[config.mk]
export PLATFORM = sky130hd
export DESIGN_NAME = av3_norm
export DESIGN_NICKNAME = d
export VERILOG_FILES = /design/src/rtl/core/av3_pkg.sv /design/src/rtl/core/av3_norm.sv
export SDC_FILE = /design/constraint.sdc
export NUM_CORES = 1
export LEC_CHECK = 0
export BUFFER_PORTS_ARGS = -buffer_cell sky130_fd_sc_hd__buf_4
export CAP_MARGIN = 20
export CORE_MARGIN = 2
export CORE_UTILIZATION = 45
export CTS_CLUSTER_DIAMETER = 40
export DETAILED_ROUTE_END_ITERATION = 16
export PLACE_DENSITY_LB_ADDON = 0.2
export SLEW_MARGIN = 20
export SYNTH_ARGS = -nofsm -noshare
export SYNTH_HDL_FRONTEND = slang
export SYNTH_SLANG_ARGS = --single-unit
[constraint.sdc]
create_clock -name clk -period 3.5 [get_ports clk]
set_clock_uncertainty 0.05 [all_clocks]
set_input_delay 0.35 -clock clk [delete_from_list [all_inputs] [get_ports clk]]
set_output_delay 0.35 -clock clk [all_outputs]
set_load 0.01 [all_outputs]
[src/rtl/core/av3_pkg.sv]
`default_nettype none
package av3_pkg;

	// normalized magnitudes have their leading one at this bit
	localparam int NORM_BIT = 30;
	localparam int NORM_W = NORM_BIT + 1;
	localparam int CORDIC_ITERS = 32;
	localparam int CORDIC_W = 36;
	localparam int GAIN_SHIFT = 30;
	localparam logic [29:0] INV_GAIN = 30'h26DD3B6A;
	localparam logic [33:0] PI_Q32 = 34'h3243F6A89;
	localparam logic [33:0] HALF_PI_Q32 = PI_Q32 >> 1;

	localparam logic [31:0] ATAN_Q32 [CORDIC_ITERS] = '{
		32'd3373259426, 32'd1991351318, 32'd1052175346, 32'd534100635,
		32'd268086748, 32'd134174063, 32'd67103403, 32'd33553749,
		32'd16777131, 32'd8388597, 32'd4194303, 32'd2097152,
		32'd1048576, 32'd524288, 32'd262144, 32'd131072,
		32'd65536, 32'd32768, 32'd16384, 32'd8192,
		32'd4096, 32'd2048, 32'd1024, 32'd512,
		32'd256, 32'd128, 32'd64, 32'd32,
		32'd16, 32'd8, 32'd4, 32'd2
	};

	// floor shift applied to each product so that sums fit
	function automatic int prod_shift(input int cw);
		return (2 * cw > 62) ? (2 * cw - 62) : 0;
	endfunction

	// width of a shifted signed product
	function automatic int prod_w(input int cw);
		return 2 * cw - prod_shift(cw);
	endfunction

	// width of the normalizer datapath
	function automatic int norm_w(input int cw);
		return (prod_w(cw) + 2 > NORM_W) ? (prod_w(cw) + 2) : NORM_W;
	endfunction

	typedef struct packed {
		logic signed [CORDIC_W-1:0] x;
		logic signed [CORDIC_W-1:0] y;
		logic signed [CORDIC_W-1:0] z;
		logic [NORM_W-1:0] w0;
		logic [NORM_W-1:0] w1;
		logic special;
		logic dneg;
	} cordic_t;

endpackage
`default_nettype wire

[src/rtl/core/av3_norm.sv]
`default_nettype none
module av3_norm #(
	parameter int NW = 34
) (
	input logic clk,
	input logic arst_n,
	input logic advance,
	input logic in_valid,
	input logic [NW-1:0] ux,
	input logic [NW-1:0] uy,
	input logic [NW-1:0] uz,
	input logic [NW-1:0] ud,
	input logic dneg,
	input logic special,
	output logic out_valid,
	output av3_pkg::cordic_t out_data
);
	import av3_pkg::*;

	localparam int L = $clog2(NW);
	localparam int RSH = NW - 1 - NORM_BIT;

	typedef struct packed {
		logic [3:0][NW-1:0] u;
		logic special;
		logic dneg;
	} norm_t;

	norm_t nrm_s [L+1];
	logic vld_s [L+1];
	cordic_t out_q;
	logic out_valid_q;

	assign nrm_s[0] = '{u: {ud, uz, uy, ux}, special: special, dneg: dneg};
	assign vld_s[0] = in_valid;

	// left shift all four together until the leading one of their union is at the top
	for (genvar k = 0; k < L; k++) begin : g_shift
		localparam int SH = 1 << (L - 1 - k);
		logic [NW-1:0] all;
		norm_t nxt;
		always_comb begin
			all = nrm_s[k].u[0] | nrm_s[k].u[1] | nrm_s[k].u[2] | nrm_s[k].u[3];
			nxt = nrm_s[k];
			if (all[NW-1 -: SH] == '0) begin
				for (int j = 0; j < 4; j++) begin
					nxt.u[j] = nrm_s[k].u[j] << SH;
				end
			end
		end
		always_ff @(posedge clk or negedge arst_n) begin
			if (!arst_n) begin
				vld_s[k+1] <= 1'b0;
			end else if (advance) begin
				vld_s[k+1] <= vld_s[k];
			end
		end
		always_ff @(posedge clk) begin
			if (advance) begin
				nrm_s[k+1] <= nxt;
			end
		end
	end

	logic [3:0][NW-1:0] t;
	always_comb begin
		for (int j = 0; j < 4; j++) begin
			t[j] = nrm_s[L].u[j] >> RSH;
		end
	end

	always_ff @(posedge clk or negedge arst_n) begin
		if (!arst_n) begin
			out_valid_q <= 1'b0;
		end else if (advance) begin
			out_valid_q <= vld_s[L];
		end
	end

	always_ff @(posedge clk) begin
		if (advance) begin
			out_q.x <= {{(CORDIC_W-NORM_W){1'b0}}, t[0][NORM_W-1:0]};
			out_q.y <= {{(CORDIC_W-NORM_W){1'b0}}, t[1][NORM_W-1:0]};
			out_q.z <= '0;
			out_q.w0 <= t[2][NORM_W-1:0];
			out_q.w1 <= t[3][NORM_W-1:0];
			out_q.special <= nrm_s[L].special;
			out_q.dneg <= nrm_s[L].dneg;
		end
	end

	assign out_valid = out_valid_q;
	assign out_data = out_q;

endmodule
`default_nettype wire

After elaboration in Yosys (flattened, before gate mapping)
Cells that the tools add are included.

storage, ports and cells
  register bits = 957
  input port bits = 142

cells by class
  muxes and demuxes = 6
  bitwise logic cells = 18
  reductions and logical operators = 5

operators by type and width
  kind               number
  $mux W136          6
  $or A34 B34 Y34    18
  $logic_not A32 Y1  1
  $logic_not A16 Y1  1
  $logic_not A8 Y1   1
  $logic_not A4 Y1   1
  $logic_not A2 Y1   1

Depth between registers and ports, before layout
  word-level depth = 5
  depth in mapped cells = 7

Least setup slack after synthesis
OpenSTA, ideal clock, no wires.

  kind = reg2reg
  start point = register nrm_s[311] (netlist bit)
  end point = register nrm_s[251] (netlist bit) (data pin)
  library setup time = 0.260 ns
  arrival = 1.914 ns
  data required time = 3.190 ns
  setup slack = 1.276 ns
  stages on the path, launching flop included = 8
  buffers on the path = 3
  cell sequence = edfxtp_1 or4_1 nor4_2 and2b_1 buf_6 buf_8 buf_6 mux2_2

RTL lines
  item                             line            RTL
  start, declared                  av3_norm.sv:29  norm_t nrm_s [L+1];
  start signal, assigned by index  av3_norm.sv:60  nrm_s[k+1] <= nxt;

==> results.cfg <==
[critical_path]
reg2reg_depth = 5
crit_type = reg -> reg
critPathMaxStageDelay_ns = 0.63
r2r_start = nrm_s[311]
crit_fanout = 38
crit_path_cell_trace = or4_1, nor4_2, and2b_4, buf_12, mux2_2
cp.required_ns = 3.91
cp_slowest_cell = and2b_4
r2r-end = nrm_s[186]
crit_path_end_kind = flop
cp.arrival_ns = 3.16
reg2reg_slack_ns = 0.74
worstSetupStartpointType = flop

[run_status]
outcome = finished clean

[timing]
fin_tns_setup_ns = 0
rsz0062_at_grt = false
timing.slew.headroom = 0.460
slew_viol_final = 0
finalCritPeriodShare = 0.787
clock.fmax_mhz = 363
whs_ns = 0.0401
tightest_slew_ns = 0.810
period_needed_ns = 2.76
setup_viol = 0
worst_slack_ns = 0.745
hold_viol_final = 0

[finish]
fin_nets = 2486
final_common_cell = edfxtp_1
final_cell_mix = edfxtp_1, mux2_2, buf_4
n_antenna_cell = 0
areaGrowthSynthToFinish_pct = 23.4
drive_gt1_frac = 0.392
fin_area_um2 = 45200

[clocking]
cts-root-buf = clkbuf_16
clock_latency_ns = 0.72
h-tree-depth = 4
postCtsSetupRepairBufs = 0
ctsHoldBuffers = 148
cts.sinks = 941
cts_resized = 0
clk_pin_slew_ns = 0.06
cts_buffers = 131
cts_tree = yes
clockBufferDepth = 3

[grt]
grt_pass1_wl_mm = 116
overflow = 0
track_usage = 0.188
grt_max_degree = 138
antenna_found_initial = 0
first_global_vias = 18500

[pwr]
peakVddDrop_uv = 467
leakage_nw = 16.4
powerDensity_nw_per_um2 = 610

[logic_synthesis]
ys_warn_count = 0
postSynthCellCount = 1949
syn-cell-area_um2 = 36600
synthDistinctLibCells = 25
avgSynthCellArea_um2 = 18.8
synth.yosys.seq_area_share = 0.771
synth-seq-cells = 941

[min_path]
hold_path_class = in -> reg
hold_end = nrm_s[727]
holdPathStages = 2
hp-start = uy[1]

[drt]
drt_first_pass_iters = 5
vias_per_cell = 5.10
postRouteWirelength_mm = 77.9
vias = 17900
antenna_left = 0
wire_per_inst_um = 22.2
drc = 0
drtIter0Drc = 1317

[placed_design]
gp_congestion = 0.871
place_hpwl_mm = 53.0
io_buffers = 268
dpl-instance-area_um2 = 39500
place_ws_ns = 0.747

[die]
start_util = 0.455
io_pins = 315
dieWidth_um = 289
rows = 104
die_area_um2 = 83700
core_area_um2 = 80500
die_h_um = 289

[run]
maxCapViolCount = 0
where the power goes:
part / internal, W / total [W] / switching, W
Clock: 0.00756 / 0.0125 / 0.00492
Sequential: 0.0133 / 0.0137 / 0.000444
Combinational: 0.000700 / 0.00133 / 0.000630
Yosys cell counts:
cell	number	share of area
or4_1	1	0.00021
and2b_1	1	0.00021
nor4_2	4	0.0014
mux2_2	430	0.13
a21boi_0	8	0.0016
nand4_1	15	0.0026
buf_1	1	0.00010
edfxtp_1	934	0.77
nor2_1	3	0.00031
clkbuf_1	142	0.015
buf_8	1	0.00041
nor2b_1	112	0.019
a21o_1	123	0.025
nor3_2	1	0.00027
a31o_2	8	0.0019
buf_6	4	0.0012
nand2b_1	1	0.00017
buf_2	26	0.0036
conb_1	1	0.00010
o21bai_1	1	0.00021
dfrtp_1	7	0.0048
nor4_1	59	0.010
nor4_4	1	0.00058
mux2_1	1	0.00031
buf_4	64	0.013
per-layer routing:
layer / vias to the layer above / share of wire / global-route usage / routed length (um)
met5: - / 0 / 0 / 0
met4: 0 / 0.029 / 0.0706 / 2220
met3: 138 / 0.066 / 0.0419 / 5130
met2: 680 / 0.46 / 0.288 / 36200
met1: 8867 / 0.44 / 0.264 / 34300
li1: 8217 / - / - / -
worst max path at each step:
stage	from	to	cells past startpoint
final	nrm_s[311]	nrm_s[186]	5
after global routing	nrm_s[345]	nrm_s[183]	5
after CTS	nrm_s[311]	nrm_s[260]	5
after detailed placement	nrm_s[311]	nrm_s[186]	5
after global placement	nrm_s[311]	nrm_s[158]	5
after floorplan	nrm_s[311]	nrm_s[251]	7
cell type report:
type                       instances  area (um2)
fill                            6047       35400
sequential                       941       28200
multi-input combinational        815        7390
timing repair buffer             455        4040
clock buffer                     149        3410
tap                             1060        1330
clock inverter                    89         790
kinds of logic after synthesis:
logic type             Yosys count  synth area share
AO/OA/AOI/OAI                  140            0.0290
buffers and inverters          238            0.0330
other                            1          0.000102
multiplexers                   431             0.133
AND/OR/NAND/NOR                198            0.0349
flip-flops                     941             0.771
worst max-delay path, delay by kind of cell, from the launching register on:
kind | cells | cell delay, ns
muxes | 1 | 0.36
buffers and inverters | 1 | 0.28
DFF | 1 | 0.38
and+or+nand+nor | 3 | 1.40
flip-flops by register name, summed over array words and instances, names as in the netlist:
register     cells
vld_s            6
out_valid        1
nrm_s          798
out_data       126
g_shift.nxt     10
metrics by stage:
step,power [W],instances,util
after floorplan,0.0143,1994,-
after global placement,0.0151,3123,0.490
after detailed placement,0.0151,3123,0.490
after CTS,0.0278,3509,0.561
after global routing,0.0284,3509,0.561
final,0.0275,3509,0.561
No activity file was read; power rests on OpenSTA's default activity.
